--- src/design/owm_pkg.sv ---
package owm_pkg;

   // Width of the microsecond down counter and the fixed gap after a written bit.
   localparam int TIME_BITS  = 10;
   localparam int BIT_GAP_US = 5;
   localparam int TIME_MAX   = (1 << TIME_BITS) - 1;

   localparam int CFG_BITS  = 10;
   localparam int CFG_COUNT = 8;
   localparam int CFG_IDX_BITS = $clog2(CFG_COUNT);

   typedef logic [TIME_BITS-1:0]    time_type;
   typedef logic [CFG_BITS-1:0]     cfg_type;
   typedef logic [CFG_IDX_BITS-1:0] cfg_idx_type;
   typedef logic [1:0]              opcode_type;
   typedef logic [3:0]              phase_type;

   // Register indexes.
   localparam cfg_idx_type CFG_RESET_LOW       = 3'd0;
   localparam cfg_idx_type CFG_PRESENCE_SAMPLE = 3'd1;
   localparam cfg_idx_type CFG_RESET_RECOVERY  = 3'd2;
   localparam cfg_idx_type CFG_WRITE_SHORT     = 3'd3;
   localparam cfg_idx_type CFG_WRITE_LONG      = 3'd4;
   localparam cfg_idx_type CFG_READ_LOW        = 3'd5;
   localparam cfg_idx_type CFG_READ_SAMPLE     = 3'd6;
   localparam cfg_idx_type CFG_READ_RECOVERY   = 3'd7;

   localparam cfg_type CFG_RESET_VALUE [CFG_COUNT] = '{
      10'd485, 10'd65, 10'd500, 10'd3, 10'd65, 10'd2, 10'd13, 10'd45
   };

   // Command codes.
   localparam opcode_type OP_TICK  = 2'd0;
   localparam opcode_type OP_RESET = 2'd1;
   localparam opcode_type OP_WRITE = 2'd2;
   localparam opcode_type OP_READ  = 2'd3;

   // Bus sequencer phases.
   localparam phase_type PH_IDLE     = 4'd0;
   localparam phase_type PH_RST_LOW  = 4'd1;
   localparam phase_type PH_RST_WAIT = 4'd2;
   localparam phase_type PH_RST_REC  = 4'd3;
   localparam phase_type PH_WR_LOW   = 4'd4;
   localparam phase_type PH_WR_HIGH  = 4'd5;
   localparam phase_type PH_WR_GAP   = 4'd6;
   localparam phase_type PH_RD_LOW   = 4'd7;
   localparam phase_type PH_RD_WAIT  = 4'd8;
   localparam phase_type PH_RD_REC   = 4'd9;

   // Clamp a register duration to what the counter can hold.
   function automatic time_type sat_time(cfg_type dur);
      time_type res;
      if (32'(dur) > TIME_MAX) begin
         res = '1;
      end else begin
         res = TIME_BITS'(dur);
      end
      return res;
   endfunction

endpackage

--- src/design/owm_if.sv ---
interface owm_req_if;
   import owm_pkg::*;
   logic       valid;
   logic       ready;
   opcode_type opcode;
   logic [7:0] write_value;
   logic       line_level;
   modport source (output valid, opcode, write_value, line_level, input ready);
   modport sink   (input valid, opcode, write_value, line_level, output ready);
endinterface

interface owm_rsp_if;
   logic       valid;
   logic       ready;
   logic       drive_low;
   logic       busy_res;
   logic       done_res;
   logic [7:0] read_value;
   logic       no_presence;
   logic       rejected;
   modport source (output valid, drive_low, busy_res, done_res, read_value, no_presence,
                   rejected, input ready);
   modport sink   (input valid, drive_low, busy_res, done_res, read_value, no_presence,
                   rejected, output ready);
endinterface

interface owm_csr_if;
   import owm_pkg::*;
   logic        valid;
   logic        ready;
   cfg_idx_type index;
   cfg_type     data;
   modport source (output valid, index, data, input ready);
   modport sink   (input valid, index, data, output ready);
endinterface

--- src/design/one_wire_master.sv ---
// One-wire bus master, paced by microsecond tick beats.
// Each beat on the request channel is either a tick (one microsecond gone by)
// or a command: bus reset, write byte or read byte. Commands start only while
// the master is idle; one that arrives while busy is ignored and its response
// beat has rejected set. Every request beat yields exactly one response beat
// that shows the state after it: whether the line is pulled low, busy, done on
// the tick that ends an operation, the last byte read and the presence flag.
// The line_level field must carry the sampled bus level with every beat.
// Timing registers (in microseconds) are written on the csr channel, which is
// always ready; write them only while the master is idle with no beats in
// flight.
// A request beat passes one input stage register, then a single pass through
// the phase and counter update into the response register. Throughput is one
// beat per cycle. When the response side stalls, the input stage holds its
// beat and the request side stays ready until that stage is full as well.
// A synchronous reset clears the sequencer to idle, both stages to empty and
// the timing registers to their default values.
module one_wire_master (
   input logic clock,
   input logic reset,
   owm_req_if.sink   req_bus,
   owm_rsp_if.source rsp_bus,
   owm_csr_if.sink   csr_bus
);
   import owm_pkg::*;

   // Timing registers.
   cfg_type cfg_ff [CFG_COUNT];

   // Input stage.
   logic       s1_valid_ff, s1_valid_in;
   opcode_type s1_opcode_ff;
   logic [7:0] s1_wval_ff;
   logic       s1_line_ff;

   // Sequencer state.
   phase_type  phase_ff, phase_in;
   time_type   time_left_ff, time_left_in;
   logic [2:0] bit_index_ff, bit_index_in;
   logic [7:0] shift_byte_ff, shift_byte_in;
   logic [7:0] last_read_ff, last_read_in;
   logic       presence_ff, presence_in;

   // Response register.
   logic       out_valid_ff, out_valid_in;
   logic       drive_low_ff, drive_low_in;
   logic       busy_ff, busy_in;
   logic       done_ff, done_in;
   logic       rejected_ff, rejected_in;

   logic       advance;
   logic       req_take;
   time_type   tl_dec;
   logic       nx_bit;

   // The stage moves forward when the response register is empty or drained.
   assign advance  = s1_valid_ff && (!out_valid_ff || rsp_bus.ready);
   assign req_bus.ready = !s1_valid_ff || advance;
   assign req_take = req_bus.valid && req_bus.ready;
   assign csr_bus.ready = 1'b1;

   assign s1_valid_in  = req_take ? 1'b1 : (advance ? 1'b0 : s1_valid_ff);
   assign out_valid_in = advance ? 1'b1 : (rsp_bus.ready ? 1'b0 : out_valid_ff);

   always_ff @(posedge clock) begin
      if (reset) begin
         for (int i = 0; i < CFG_COUNT; i++) begin
            cfg_ff[i] <= CFG_RESET_VALUE[i];
         end
      end else if (csr_bus.valid) begin
         cfg_ff[csr_bus.index] <= csr_bus.data;
      end
   end

   always_ff @(posedge clock) begin
      if (req_take) begin
         s1_opcode_ff <= req_bus.opcode;
         s1_wval_ff   <= req_bus.write_value;
         s1_line_ff   <= req_bus.line_level;
      end
   end

   // Single pass: one beat's effect on the sequencer.
   always_comb begin
      phase_in      = phase_ff;
      time_left_in  = time_left_ff;
      bit_index_in  = bit_index_ff;
      shift_byte_in = shift_byte_ff;
      last_read_in  = last_read_ff;
      presence_in   = presence_ff;
      done_in       = 1'b0;
      rejected_in   = 1'b0;
      tl_dec        = (time_left_ff != '0) ? time_left_ff - 1'b1 : '0;
      nx_bit        = 1'b0;

      if (s1_opcode_ff != OP_TICK) begin
         if (phase_ff != PH_IDLE) begin
            rejected_in = 1'b1;
         end else begin
            case (s1_opcode_ff)
               OP_RESET: begin
                  phase_in     = PH_RST_LOW;
                  time_left_in = sat_time(cfg_ff[CFG_RESET_LOW]);
               end
               OP_WRITE: begin
                  shift_byte_in = s1_wval_ff;
                  bit_index_in  = 3'd0;
                  phase_in      = PH_WR_LOW;
                  time_left_in  = s1_wval_ff[0] ? sat_time(cfg_ff[CFG_WRITE_SHORT])
                                                : sat_time(cfg_ff[CFG_WRITE_LONG]);
               end
               default: begin
                  shift_byte_in = 8'd0;
                  bit_index_in  = 3'd0;
                  phase_in      = PH_RD_LOW;
                  time_left_in  = sat_time(cfg_ff[CFG_READ_LOW]);
               end
            endcase
         end
      end else if (phase_ff != PH_IDLE) begin
         time_left_in = tl_dec;
         if (tl_dec == '0) begin
            case (phase_ff)
               PH_RST_LOW: begin
                  phase_in     = PH_RST_WAIT;
                  time_left_in = sat_time(cfg_ff[CFG_PRESENCE_SAMPLE]);
               end
               PH_RST_WAIT: begin
                  presence_in  = s1_line_ff;
                  phase_in     = PH_RST_REC;
                  time_left_in = sat_time(cfg_ff[CFG_RESET_RECOVERY]);
               end
               PH_RST_REC: begin
                  phase_in     = PH_IDLE;
                  time_left_in = '0;
                  done_in      = 1'b1;
               end
               PH_WR_LOW: begin
                  phase_in     = PH_WR_HIGH;
                  time_left_in = shift_byte_ff[bit_index_ff]
                                 ? sat_time(cfg_ff[CFG_WRITE_LONG])
                                 : sat_time(cfg_ff[CFG_WRITE_SHORT]);
               end
               PH_WR_HIGH: begin
                  phase_in     = PH_WR_GAP;
                  time_left_in = TIME_BITS'(BIT_GAP_US);
               end
               PH_WR_GAP: begin
                  if (bit_index_ff == 3'd7) begin
                     bit_index_in = 3'd0;
                     phase_in     = PH_IDLE;
                     time_left_in = '0;
                     done_in      = 1'b1;
                  end else begin
                     bit_index_in = bit_index_ff + 3'd1;
                     nx_bit       = shift_byte_ff[bit_index_in];
                     phase_in     = PH_WR_LOW;
                     time_left_in = nx_bit ? sat_time(cfg_ff[CFG_WRITE_SHORT])
                                           : sat_time(cfg_ff[CFG_WRITE_LONG]);
                  end
               end
               PH_RD_LOW: begin
                  phase_in     = PH_RD_WAIT;
                  time_left_in = sat_time(cfg_ff[CFG_READ_SAMPLE]);
               end
               PH_RD_WAIT: begin
                  // Bits arrive LSB first, so shift right and insert at the top.
                  shift_byte_in = {s1_line_ff, shift_byte_ff[7:1]};
                  phase_in      = PH_RD_REC;
                  time_left_in  = sat_time(cfg_ff[CFG_READ_RECOVERY]);
               end
               PH_RD_REC: begin
                  if (bit_index_ff == 3'd7) begin
                     bit_index_in = 3'd0;
                     last_read_in = shift_byte_ff;
                     phase_in     = PH_IDLE;
                     time_left_in = '0;
                     done_in      = 1'b1;
                  end else begin
                     bit_index_in = bit_index_ff + 3'd1;
                     phase_in     = PH_RD_LOW;
                     time_left_in = sat_time(cfg_ff[CFG_READ_LOW]);
                  end
               end
               default: begin
                  phase_in     = PH_IDLE;
                  time_left_in = '0;
               end
            endcase
         end
      end

      drive_low_in = (phase_in == PH_RST_LOW) || (phase_in == PH_WR_LOW)
                     || (phase_in == PH_RD_LOW);
      busy_in      = phase_in != PH_IDLE;
   end

   always_ff @(posedge clock) begin
      if (reset) begin
         s1_valid_ff   <= 1'b0;
         out_valid_ff  <= 1'b0;
         phase_ff      <= PH_IDLE;
         time_left_ff  <= '0;
         bit_index_ff  <= 3'd0;
         shift_byte_ff <= 8'd0;
         last_read_ff  <= 8'd0;
         presence_ff   <= 1'b0;
      end else begin
         s1_valid_ff  <= s1_valid_in;
         out_valid_ff <= out_valid_in;
         if (advance) begin
            phase_ff      <= phase_in;
            time_left_ff  <= time_left_in;
            bit_index_ff  <= bit_index_in;
            shift_byte_ff <= shift_byte_in;
            last_read_ff  <= last_read_in;
            presence_ff   <= presence_in;
         end
      end
   end

   always_ff @(posedge clock) begin
      if (advance) begin
         drive_low_ff <= drive_low_in;
         busy_ff      <= busy_in;
         done_ff      <= done_in;
         rejected_ff  <= rejected_in;
      end
   end

   assign rsp_bus.valid       = out_valid_ff;
   assign rsp_bus.drive_low   = drive_low_ff;
   assign rsp_bus.busy_res    = busy_ff;
   assign rsp_bus.done_res    = done_ff;
   assign rsp_bus.read_value  = last_read_ff;
   assign rsp_bus.no_presence = presence_ff;
   assign rsp_bus.rejected    = rejected_ff;

`ifndef NO_ASSERTIONS
   // The counter is always cleared when the sequencer goes idle.
   a_idle_timer_clear: assert property (@(posedge clock) disable iff (reset)
      phase_ff == PH_IDLE |-> time_left_ff == '0)
      else $error("time_left nonzero while idle");

   // A bit position other than zero only exists inside a byte transfer.
   a_bit_index_idle: assert property (@(posedge clock) disable iff (reset)
      phase_ff == PH_IDLE |-> bit_index_ff == 3'd0)
      else $error("bit_index left over after a transfer");

   // A finishing beat always reports the master as no longer busy.
   a_done_not_busy: assert property (@(posedge clock) disable iff (reset)
      out_valid_ff && done_ff |-> !busy_ff && !rejected_ff)
      else $error("done reported while busy or rejected");

   // The sequencer only moves when a beat leaves the input stage.
   a_state_hold: assert property (@(posedge clock) disable iff (reset)
      !advance |=> $stable(phase_ff) && $stable(time_left_ff))
      else $error("sequencer state changed without a beat");
`endif

endmodule

--- src/flat_wrapper.sv ---
// flat-port wrapper written by rule: the top's interface ports become plain ports
module one_wire_master_flat import owm_pkg::*;
  (clock, reset, req_bus_valid, req_bus_opcode, req_bus_write_value, req_bus_line_level, req_bus_ready, rsp_bus_valid, rsp_bus_drive_low, rsp_bus_busy_res, rsp_bus_done_res, rsp_bus_read_value, rsp_bus_no_presence, rsp_bus_rejected, rsp_bus_ready, csr_bus_valid, csr_bus_index, csr_bus_data, csr_bus_ready);
  owm_req_if req_bus_i ();
  owm_rsp_if rsp_bus_i ();
  owm_csr_if csr_bus_i ();
  input logic clock;
  input logic reset;
  input wire logic [$bits(req_bus_i.valid)-1:0] req_bus_valid;
  input wire logic [$bits(req_bus_i.opcode)-1:0] req_bus_opcode;
  input wire logic [$bits(req_bus_i.write_value)-1:0] req_bus_write_value;
  input wire logic [$bits(req_bus_i.line_level)-1:0] req_bus_line_level;
  output wire logic [$bits(req_bus_i.ready)-1:0] req_bus_ready;
  output wire logic [$bits(rsp_bus_i.valid)-1:0] rsp_bus_valid;
  output wire logic [$bits(rsp_bus_i.drive_low)-1:0] rsp_bus_drive_low;
  output wire logic [$bits(rsp_bus_i.busy_res)-1:0] rsp_bus_busy_res;
  output wire logic [$bits(rsp_bus_i.done_res)-1:0] rsp_bus_done_res;
  output wire logic [$bits(rsp_bus_i.read_value)-1:0] rsp_bus_read_value;
  output wire logic [$bits(rsp_bus_i.no_presence)-1:0] rsp_bus_no_presence;
  output wire logic [$bits(rsp_bus_i.rejected)-1:0] rsp_bus_rejected;
  input wire logic [$bits(rsp_bus_i.ready)-1:0] rsp_bus_ready;
  input wire logic [$bits(csr_bus_i.valid)-1:0] csr_bus_valid;
  input wire logic [$bits(csr_bus_i.index)-1:0] csr_bus_index;
  input wire logic [$bits(csr_bus_i.data)-1:0] csr_bus_data;
  output wire logic [$bits(csr_bus_i.ready)-1:0] csr_bus_ready;
  assign req_bus_i.valid = req_bus_valid;
  assign req_bus_i.opcode = req_bus_opcode;
  assign req_bus_i.write_value = req_bus_write_value;
  assign req_bus_i.line_level = req_bus_line_level;
  assign req_bus_ready = req_bus_i.ready;
  assign rsp_bus_valid = rsp_bus_i.valid;
  assign rsp_bus_drive_low = rsp_bus_i.drive_low;
  assign rsp_bus_busy_res = rsp_bus_i.busy_res;
  assign rsp_bus_done_res = rsp_bus_i.done_res;
  assign rsp_bus_read_value = rsp_bus_i.read_value;
  assign rsp_bus_no_presence = rsp_bus_i.no_presence;
  assign rsp_bus_rejected = rsp_bus_i.rejected;
  assign rsp_bus_i.ready = rsp_bus_ready;
  assign csr_bus_i.valid = csr_bus_valid;
  assign csr_bus_i.index = csr_bus_index;
  assign csr_bus_i.data = csr_bus_data;
  assign csr_bus_ready = csr_bus_i.ready;
  one_wire_master u_core (.clock(clock), .reset(reset), .req_bus(req_bus_i), .rsp_bus(rsp_bus_i), .csr_bus(csr_bus_i));
endmodule
--- config.mk ---
export PLATFORM = sky130hd
export DESIGN_NAME = one_wire_master_flat
export DESIGN_NICKNAME = d
export VERILOG_FILES = /design/src/design/owm_pkg.sv /design/src/design/owm_if.sv /design/src/design/one_wire_master.sv /design/src/flat_wrapper.sv
export SDC_FILE = /design/constraint.sdc
export NUM_CORES = 1
export LEC_CHECK = 0
export BUFFER_PORTS_ARGS = -buffer_cell sky130_fd_sc_hd__buf_2
export CAP_MARGIN = 20
export CORE_MARGIN = 2
export CORE_UTILIZATION = 45
export CTS_CLUSTER_DIAMETER = 30
export CTS_CLUSTER_SIZE = 14
export DETAILED_ROUTE_END_ITERATION = 8
export HOLD_SLACK_MARGIN = 0.15
export SYNTH_ARGS = -nofsm -noshare
export SYNTH_HDL_FRONTEND = slang
export SYNTH_SLANG_ARGS = --single-unit
--- constraint.sdc ---
create_clock -name clock -period 2.65 [get_ports clock]
set_input_delay 0.1325 -clock clock [delete_from_list [all_inputs] [get_ports clock]]
set_output_delay 0.1325 -clock clock [all_outputs]
set_load 0.03 [all_outputs]
* After elaboration in Yosys (flattened, before gate mapping) *
Memories as Yosys holds them, arrays and structs flattened.
Index checks and enable logic that the tools add are counted.

cells by class
  add/sub/neg operators = 2
  $lt $le $gt $ge = 2
  equal/unequal tests = 17
  mux-type cells = 52
  bitwise gates (word level) = 3
  reductions and logical operators = 27

operator list
  operator                                                     number
  two-way mux 10 bit                                           11
  case mux 10 bit (8 select lines)                             1
  two-way mux 8 bit                                            5
  case mux 4 bit (8 select lines)                              1
  two-way mux 3 bit                                            10
  equality test 4 x 3 -> 1 bit (second input constant)         6
  case mux 10 bit (2 select lines)                             1
  AND reduction 6 bit                                          3
  two-way mux 4 bit                                            4
  case mux 8 bit (2 select lines)                              1
  two-way mux 1 bit                                            14
  nonzero test 2 bit                                           7
  zero test 10 bit                                             1
  nonzero test 10 bit                                          1
  OR reduction 10 bit                                          1
  subtractor 10 x 1 -> 10 bit (second input constant)          1
  equality test 4 x 1 -> 1 bit (second input constant)         2
  equality test 4 x 2 -> 1 bit (second input constant)         2
  equality test 4 bit (second input constant)                  2
  less-than comparator 3 x 4 -> 1 bit (second input constant)  2
  nonzero test 4 bit                                           2
  binary-select mux 1 bit (select 3 bit)                       2
  case mux 3 bit (2 select lines)                              1
  AND reduction 5 bit                                          1
  other kinds (14)                                             21

storage, ports and cells
  register bits = 51
  bits in writable memories = 80
  output and inout port bits = 16
  memories = 1

memory list
  name           depth  bits a word  read ports  clocked after Yosys merged registers in  wr ports  RTL line               RTL
  u_core.cfg_ff  8      10           8           0                                        8         one_wire_master.sv:28  cfg_type cfg_ff [CFG_COUNT];

* Logic depth before layout (Yosys ltp) *
Gate-level depths: netlist (run 1).

  word-level depth = 9
  mapped depth = 11
  gate-level depth less buffers = 9

* Worst setup path before layout (run 1) *
No wires, ideal clock.

  path type = flip-flop to flip-flop
  start = register u_core.time_left_ff[0]
  end = register u_core.drive_low_ff (netlist: u_core.rsp_bus.drive_low) (data pin)
  arrival = 2.467 ns
  data required time = 2.381 ns
  setup slack = -0.086 ns
  cell stages (with the launch flop) = 11
  cells stage by stage = dfxtp_1 -> inv_2 -> ha_1 -> buf_6 -> xor2_1 -> or4b_4 -> a21boi_4 -> o211ai_4 -> a221o_1 -> xnor2_1 -> a211oi_1

on the way
  longest elaborated chain between the ends = 9
  elaborated cells on any way between the ends = 12

ends and longest elaborated chain
  element                                                                       RTL line                RTL
  start: declaration                                                            one_wire_master.sv:38   time_type time_left_ff, time_left_in;
  start signal: assignment                                                      one_wire_master.sv:213  time_left_ff <= time_left_in;
  subtractor 10 x 1 -> 10 bit or nonzero test 10 bit (tied branches)            one_wire_master.sv:93   tl_dec = (time_left_ff != '0) ? time_left_ff - 1'b1 : '0;
  two-way mux 10 bit (*)                                                        one_wire_master.sv:93
  zero test 10 bit (*)                                                          one_wire_master.sv:122  if (tl_dec == '0) begin
  two-way mux 4 bit (*)                                                         one_wire_master.sv:122
  two-way mux 4 bit (*)                                                         one_wire_master.sv:120  end else if (phase_ff != PH_IDLE) begin
  two-way mux 4 bit (*)                                                         one_wire_master.sv:96   if (s1_opcode_ff != OP_TICK) begin
  equality test 4 x 1 -> 1 bit or equality test 4 x 3 -> 1 bit (tied branches)  one_wire_master.sv:193  drive_low_in = (phase_in == PH_RST_LOW) || (phase_in == PH_WR_LOW)
  logical OR 1 bit                                                              one_wire_master.sv:193
  logical OR 1 bit (*)                                                          one_wire_master.sv:194  || (phase_in == PH_RD_LOW);
  via u_core.drive_low_in                                                       one_wire_master.sv:46   logic drive_low_ff, drive_low_in;
  end signal: assignment                                                        one_wire_master.sv:224  drive_low_ff <= drive_low_in;
  end: declaration                                                              one_wire_master.sv:46

The timed path passes the listed nets; every way through them passes the cells marked *.
A chain may end at the register's enable or synchronous reset.

* Final worst setup path (run 1) *
Same ends and word-level chain as after synthesis.

==> flow_metrics.py, run 1 <==
metrics = {
    "synth": {
        "ys_ff_latch": 131,
        "avgSynthCellArea_sq_um": 11.13,
        "synth_cell_types": 76,
        "yosys.area_share.simple_pct": 19.21,
        "synth_xor_area_share_pct": 0.5071,
        "synthMuxAreaShare_pct": 7.859,
        "synth_top_family_by_area": "simple AND/OR/NAND/NOR gates",
        "synth_edf_count": 95,
        "synthCells": 621,
        "async_reset_ff_share_pct": 0,
        "synth_compound_area_share_pct": 15.66,
        "synth_flop_cell": "edfxtp_1",
        "ys_seq_area_share_pct": 51.72,
        "synthesis.area_sq_um": 6909,
        "synth_fa_ha_area_share_pct": 1.268,
        "synthesis.nets": 657,
        "yosysWarnings": 0,
    },
    "clocking": {
        "cts_max_level": 4,
        "cts.sinks": 131,
        "cts_buffer_depth": 2,
        "cts_buffers": 17,
        "cts.root.buffer_cell": "clkbuf_16",
        "tritoncts": "built",
        "clk_pin_slew_ps": 60,
        "insertion_delay_ps": 430,
    },
    "global_routing": {
        "antenna_found_initial": 0,
        "grt.overflow.total": 0,
        "grt_pass1_wl_mm": 27.88,
        "grt_use_total_pct": 22.55,
        "grt_max_degree": 40,
        "grt_pass1_vias": 5065,
    },
    "setup_path": {
        "required_ps": 2810,
        "cpLargestDelayFamily": "compound AO/OA/AOI/OAI gates",
        "end_kind": "flop",
        "path_buf_inv": 1,
        "slowest_delay_ps": 520,
        "path_depth": 9,
        "crit_arrival_ps": 2730,
        "crit_slowest_cell": "or4b_4",
        "worstPathCellList": "inv_2 -> ha_2 -> xor2_1 -> or4b_4 -> a21boi_4 -> o211ai_4 -> a221o_1 -> xnor2_1 -> a211oi_1",
        "r2r_cells": 9,
        "critPathLaunchType": "flop",
        "crit_fanout": 7,
        "critPathKind": "reg -> reg",
    },
    "timing": {
        "period_minus_slack_ps": 2567,
        "whs_ps": 213.9,
        "finalSetupTns_ps": 0,
        "maxSlewHeadroom_pct": 53.26,
        "finClkSkew_ps": 7.970,
        "slew_violations": 0,
        "timing.final.hold_violations": 0,
        "finalCritPeriodShare_pct": 96.88,
        "setup-violations-final": 0,
        "fmax_ghz": 0.3895,
        "worst_pin_slew_ps": 701.1,
    },
    "floorplan": {
        "num_io_pins": 45,
        "die_h_um": 127.9,
        "num_rows": 45,
        "die_width_um": 127.9,
        "core_area_sq_um": 15090,
        "initial_core_util_pct": 45.79,
        "die_area_sq_um": 16360,
    },
    "power": {
        "power_density_nw_per_um2": 695.2,
        "ir_drop_mv": 0.5136,
        "total_leakage_power_uw": 0.003150,
    },
    "place": {
        "dp_hpwl_mm": 12.42,
        "dpl-instance-area_sq_um": 7420,
        "gp_congestion": 0.8904,
        "io_buffers": 43,
    },
    "cells_and_area": {
        "final_nets": 741,
        "drive_above_1_share_pct": 22.56,
        "fillers": 1320,
        "final_area_sq_um": 8341,
        "antenna_cells": 0,
        "syn2layout_area_growth_pct": 20.72,
    },
    "hold_path": {
        "hp-class": "in -> reg",
        "whs_path_depth": 3,
    },
    "run_status": {
        "outcome": "completed",
    },
    "run": {
        "maxCapViolations": 0,
    },
    "drt": {
        "ant_nets": 0,
        "drc": 0,
        "drt-initial-drc-count": 568,
        "wirelength_mm": 17.72,
        "viasPerCell": 5.882,
        "drtPass1Iterations": 5,
        "routedWlPerCell_um": 19.56,
        "vias": 5329,
    },
}
[flip-flops by register name (all words and copies together), names as in the netlist, 2 cells and up]
register / cells
u_core.cfg_ff: 80
u_core.shift_byte_ff: 8
u_core.rsp_bus.read_value: 8
u_core.time_left_ff: 10
u_core.phase_ff: 4
u_core.s1_opcode_ff: 2
u_core.bit_index_ff: 3
u_core.s1_wval_ff: 8
[cell usage after synthesis (4+ instances only)]
master	count	share of area, %
a211oi_1	13	1.4
a21oi_1	22	1.6
a222oi_1	7	1.0
a22oi_1	30	3.3
and2_1	55	5.0
clkbuf_1	24	1.3
clkbuf_8	5	1.0
dfxtp_1	36	10
edfxtp_1	95	41
ha_1	7	1.3
inv_1	7	0.38
mux2_2	10	1.6
mux2i_1	34	4.9
mux4_2	4	1.3
nand2_1	25	1.4
nand2b_1	14	1.3
nand3_1	14	1.0
nand3b_1	5	0.54
nor2_1	58	3.2
nor3_1	13	0.94
o21ai_0	29	2.1
o22a_1	6	0.76
o22ai_1	5	0.45
or2_2	10	0.91
or3_1	19	1.7
[cell type report]
cell class | count | area (sq um) | area share (%)
clock buffers | 17 | 425.4 | 5.101
inverters | 8 | 30.03 | 0.3600
well taps | 188 | 235.2 | 2.820
multi-input cells | 443 | 3113 | 37.32
clock inverters | 15 | 190.2 | 2.280
repair buffers | 104 | 770.7 | 9.241
flip-flops and latches | 131 | 3576 | 42.87
[cells by family (layout without fill, tap and decap cells)]
kind of cell | Yosys count | count (layout)
other | 1 | 1
xor gates and xnor gates | 4 | 4
AOI/OAI and AO/OA | 144 | 144
DFF | 131 | 131
and+or+nand+nor | 239 | 239
muxes | 48 | 48
buffers and inverters | 47 | 144
adders and majority gates | 7 | 7
[tightest hold or removal path, delay by kind of cell]
family / cells / cell delay [ps]
buf+inv: 1 / 120
simple gates: 2 / 290
[report_power, final]
part	leakage [uW]	internal [uW]	total [uW]	switching [uW]
clock network	0.000301	1510	2470	964
logic	0.00163	382	913	531
registers	0.00122	2320	2420	92.0
total	0.00315	4210	5800	1590
[routing by layer]
layer	up-vias	GRT usage [%]	part of all wire, %	routed length (um)
li1	2514	-	-	-
met1	2596	29.36	43	7709
met2	186	37.43	50	8857
met3	33	3.756	4.2	739
met4	0	9.502	2.4	418
met5	-	0	0	0
[placed cells by master (no fill, tap or decap), drive strengths merged, types with 3 or more instances in the layout]
master	count
mux4	4
nor3b	3
xnor2	3
nand3b	5
nand3	15
or3	19
nand4	3
nand2	25
ha	7
o21ai	30
nor3	14
a21oi	23
a222oi	7
and2	56
o22a	6
a221oi	4
nor2	60
a22oi	30
or2	10
dfxtp	36
bufinv	3
clkbuf	17
inv	17
edfxtp	95
mux2	10
buf	80
a211oi	16
mux2i	34
dlygate4sd3	24
nand2b	14
a31oi	3
nor2b	3
o211ai	3
o22ai	5
[metrics by stage]
stage / cells / total power [uW] / util [%] / worst slack [ps]
after floorplan: 621 / 3019 / - / 1.512
after global placement: 846 / 3271 / 49.17 / 139.7
after detailed placement: 846 / 3290 / 49.17 / 82.28
after CTS: 902 / 5773 / 54.84 / 74.81
after global routing: 906 / 6007 / 55.27 / -22.01
final: 906 / 5799 / 55.27 / 82.76
[final timing paths]
kind / from / end / slack (ps)
setup reg to reg: u_core.time_left_ff[0]$_SDFFE_PP0P_ / u_core.rsp_bus.drive_low$_DFFE_PP_ / 80
hold / removal: csr_bus_index[2] / u_core.cfg_ff[5][1]$_SDFFCE_PN1P_ / 210
setup / recovery: u_core.time_left_ff[0]$_SDFFE_PP0P_ / u_core.rsp_bus.drive_low$_DFFE_PP_ / 80
hold reg to reg: u_core.rsp_bus.read_value[3]$_SDFFE_PP0P_ / u_core.rsp_bus.read_value[3]$_SDFFE_PP0P_ / 490
[repair_timing]
action / 4_1_cts / 5_1_grt
endpoints found under the setup margin: 0 / 13
gates resized for setup: 0 / 6
hold buffers: 24 / 0
buffers inserted: 0 / 4
hold endpoints to repair: 91 / 0
No activity file was read; power rests on OpenSTA's default activity.
==> run 2, diff against run 1 <==
- ABC_AREA: not set -> 1
==> run 2 against run 1 <==
Against the previous run: critical path type unchanged; final cell count increased by 22%; largest cell class unchanged; sequential share of layout area increased by 0.86 points; hold slack got worse by 69 ps; highest routed layer unchanged; synthesized cell count increased by 34%; global-route usage increased by 2.5 points; sequential cell count unchanged; clock power increased by 3%; setup slack improved by 180 ps; die area decreased by 0.95%.
==> flow_metrics.py, run 2 <==
metrics = {
    "drt": {
        "viasPerCell": 5.457,
        "wl_met3_mm": 1.085,
        "wl_met1_mm": 8.408,
        "drtPass1Iterations": 5,
        "drc": 0,
        "vias": 6019,
        "drt-initial-drc-count": 453,
        "routedWlPerCell_um": 17.47,
        "ant_nets": 0,
        "wl_met2_mm": 9.350,
        "routed.top_layer": "met4",
        "wirelength_mm": 19.27,
    },
    "timing": {
        "rsz0062_at_grt": "no",
        "fmax_ghz": 0.4181,
        "finalSetupTns_ps": 0,
        "maxSlewHeadroom_pct": 46.56,
        "timing.final.hold_violations": 0,
        "period_minus_slack_ps": 2392,
        "worst_pin_slew_ps": 801.6,
        "whs_ps": 145.1,
        "finalCritPeriodShare_pct": 90.25,
        "slew_violations": 0,
        "finClkSkew_ps": 9.863,
        "setup-violations-final": 0,
    },
    "clocking": {
        "insertion_delay_ps": 430,
        "cts.sinks": 131,
        "cts_buffers": 17,
        "tritoncts": "built",
        "cts_buffer_depth": 2,
        "clk_pin_slew_ps": 60,
        "cts_max_level": 4,
        "cts.root.buffer_cell": "clkbuf_16",
    },
    "synth": {
        "synth_commonest_cells": "193 x nand2_1, 110 x inv_1, 103 x nor2_1",
        "synth_cell_types": 38,
        "synth_edf_count": 95,
        "synthCells": 830,
        "ys_ff_latch": 131,
        "synthTopCellsByArea": "edfxtp_1 42%, nand2_1 11%, dfxtp_1 11%, inv_1 6.0%, nor2_1 5.7%",
        "yosysWarnings": 0,
        "yosysTopAreaCellShare_pct": 41.70,
        "synth_flop_cell": "edfxtp_1",
        "avgSynthCellArea_sq_um": 8.243,
        "synth.largest_area_cell": "edfxtp_1",
        "synthesis.nets": 866,
        "async_reset_ff_share_pct": 0,
        "synthesis.area_sq_um": 6842,
        "ys_seq_area_share_pct": 52.23,
        "yosysMostFrequentCell": "nand2_1",
    },
    "floorplan": {
        "core_area_sq_um": 15030,
        "num_rows": 45,
        "die_area_sq_um": 16210,
        "initial_core_util_pct": 45.51,
        "die_h_um": 127.3,
        "num_io_pins": 45,
        "die_width_um": 127.3,
    },
    "power": {
        "switching_share_pct": 30.00,
        "netSwitchingPower_uw": 1776,
        "clockPowerShare_pct": 43.1,
        "total_leakage_power_uw": 0.003457,
        "combPwrFrac_pct": 16.3,
        "ir_drop_mv": 0.4435,
        "intPower_uw": 4144,
        "p_seq_share_pct": 40.5,
        "power_density_nw_per_um2": 724.5,
    },
    "setup_path": {
        "end_kind": "flop",
        "critPathLaunchType": "flop",
        "r2r-start": "u_core.bit_index_ff[1]$_SDFFE_PP0P_",
        "r2r_end": "u_core.time_left_ff[3]$_SDFFE_PP0P_",
        "cpLargestDelayFamily": "simple AND/OR/NAND/NOR gates",
        "r2r_slack_ps": 260,
        "path_buf_inv": 2,
        "crit_slowest_cell": "dfxtp_1",
        "r2r_cells": 10,
        "required_ps": 2970,
        "crit_arrival_ps": 2710,
        "critPathKind": "reg -> reg",
        "crit_fanout": 17,
        "worstPathCellList": "ha_1 -> ha_1 -> inv_1 -> nand3_1 -> nand2_1 -> inv_1 -> o211ai_1 -> nand3_1 -> a21oi_1 -> nor2_1",
        "slowest_delay_ps": 440,
    },
    "run": {
        "maxCapViolations": 0,
    },
    "place": {
        "dp_hpwl_mm": 13.55,
        "gp_congestion": 0.9412,
        "io_buffers": 43,
    },
    "cells_and_area": {
        "fillers": 1330,
        "layout_common_cells": "192 x nand2_1, 110 x inv_1, 103 x nor2_1",
        "largestRegisters": "u_core.cfg_ff x80, u_core.time_left_ff x10",
        "final_common_cell": "nand2_1",
        "syn2layout_area_growth_pct": 19.44,
        "final_nets": 938,
        "largest_reg_flops": 80,
        "antenna_cells": 0,
        "regMostFlops": "u_core.cfg_ff",
        "ff_latch_area_sq_um": 3573,
        "multi_input_area_sq_um": 2698,
        "drive_above_1_share_pct": 12.35,
    },
    "hold_path": {
        "whs_path_depth": 3,
        "hp-start": "csr_bus_data[7]",
        "hp-class": "in -> reg",
        "min_to": "u_core.cfg_ff[0][7]$_SDFFCE_PN1P_",
    },
    "run_status": {
        "outcome": "completed",
    },
    "global_routing": {
        "grt_pass1_vias": 5766,
        "grt_use_total_pct": 25.01,
        "antenna_found_initial": 0,
        "grt_pass1_wl_mm": 30.96,
        "grt_max_degree": 29,
        "grt.overflow.total": 0,
    },
}
## run 2: cell count changes after synthesis, sizes merged, moves of 14 or more
cell,before,now
a21oi,23,63
a22oi,30,0
and2,56,0
inv,8,110
mux2i,34,0
nand2,25,197
nand2b,14,0
nand3,15,52
nor2,60,110
o211ai,3,29
o21ai,30,56
or3,19,0
## run 2: kinds of logic after synthesis
family                   synth area share, %
other                                0.05481
flip-flops                             52.23
XOR/XNOR                              0.2561
adder cells (fa/ha/maj)                1.280
buffers and inverters                  8.449
AO/OA/AOI/OAI                          14.16
AND/OR/NAND/NOR                        23.57
## run 2: final cells by class
class                      instances  area share (%)
sequential                       131           43.73
timing repair buffer              84           7.288
tap                              188           2.879
multi-input combinational        552           33.01
clock inverter                    15           2.557
inverter                         116           5.328
clock buffer                      17           5.206
## run 2: power by group through the flow
stage	sequential, uW	clock [uW]	combinational, uW
floorplan	2420	0	675
CTS	2400	2570	950
global placement	2440	0	905
detailed placement	2440	0	914
finish	2400	2550	968
global route	2410	2670	1080
## run 2: metal layers
layer / global-route usage [%] / up-vias
met5: 0 / -
met4: 9.050 / 0
met3: 4.774 / 33
met2: 41.30 / 214
met1: 33.00 / 2848
li1: - / 2924
## run 2: worst min-delay path, cell delays in order
cell and delay [ps]:
buf_2 80, inv_1 150, nand2_1 110
## run 2: what timing repair did
action	CTS	global route
setup buffers	0	2
hold endpoints to repair	36	0
hold buffers	24	0
gates resized for setup	0	2
endpoints found under the setup margin	0	15
## run 2: how the worst max path moves through the flow
stage,startpoint,to,cells after the start
2_1_floorplan,u_core.time_left_ff[0]$_SDFFE_PP0P_,u_core.rsp_bus.drive_low$_DFFE_PP_,17
3_3_place_gp,u_core.bit_index_ff[1]$_SDFFE_PP0P_,u_core.time_left_ff[2]$_SDFFE_PP0P_,10
4_1_cts,csr_bus_index[2],u_core.cfg_ff[1][4]$_SDFFCE_PN0P_,8
6_report,u_core.bit_index_ff[1]$_SDFFE_PP0P_,u_core.time_left_ff[3]$_SDFFE_PP0P_,10
5_1_grt,u_core.time_left_ff[0]$_SDFFE_PP0P_,u_core.rsp_bus.drive_low$_DFFE_PP_,17
3_5_place_dp,u_core.time_left_ff[0]$_SDFFE_PP0P_,u_core.rsp_bus.read_value[1]$_SDFFE_PP0P_,12
## run 2: through the flow
stage               setup WS (ps)  utilization [%]  total power, uW  instances  cell area [sq um]
finish                      258.4            54.36             5920       1103               8172
global placement            334.4            48.31             3343       1045               7262
detailed placement          282.4            48.31             3354       1045               7262
CTS                         219.0            54.12             5919       1101               8137
global route                11.21            54.36             6154       1103               8172
floorplan                   540.1                -             3096        830               6842
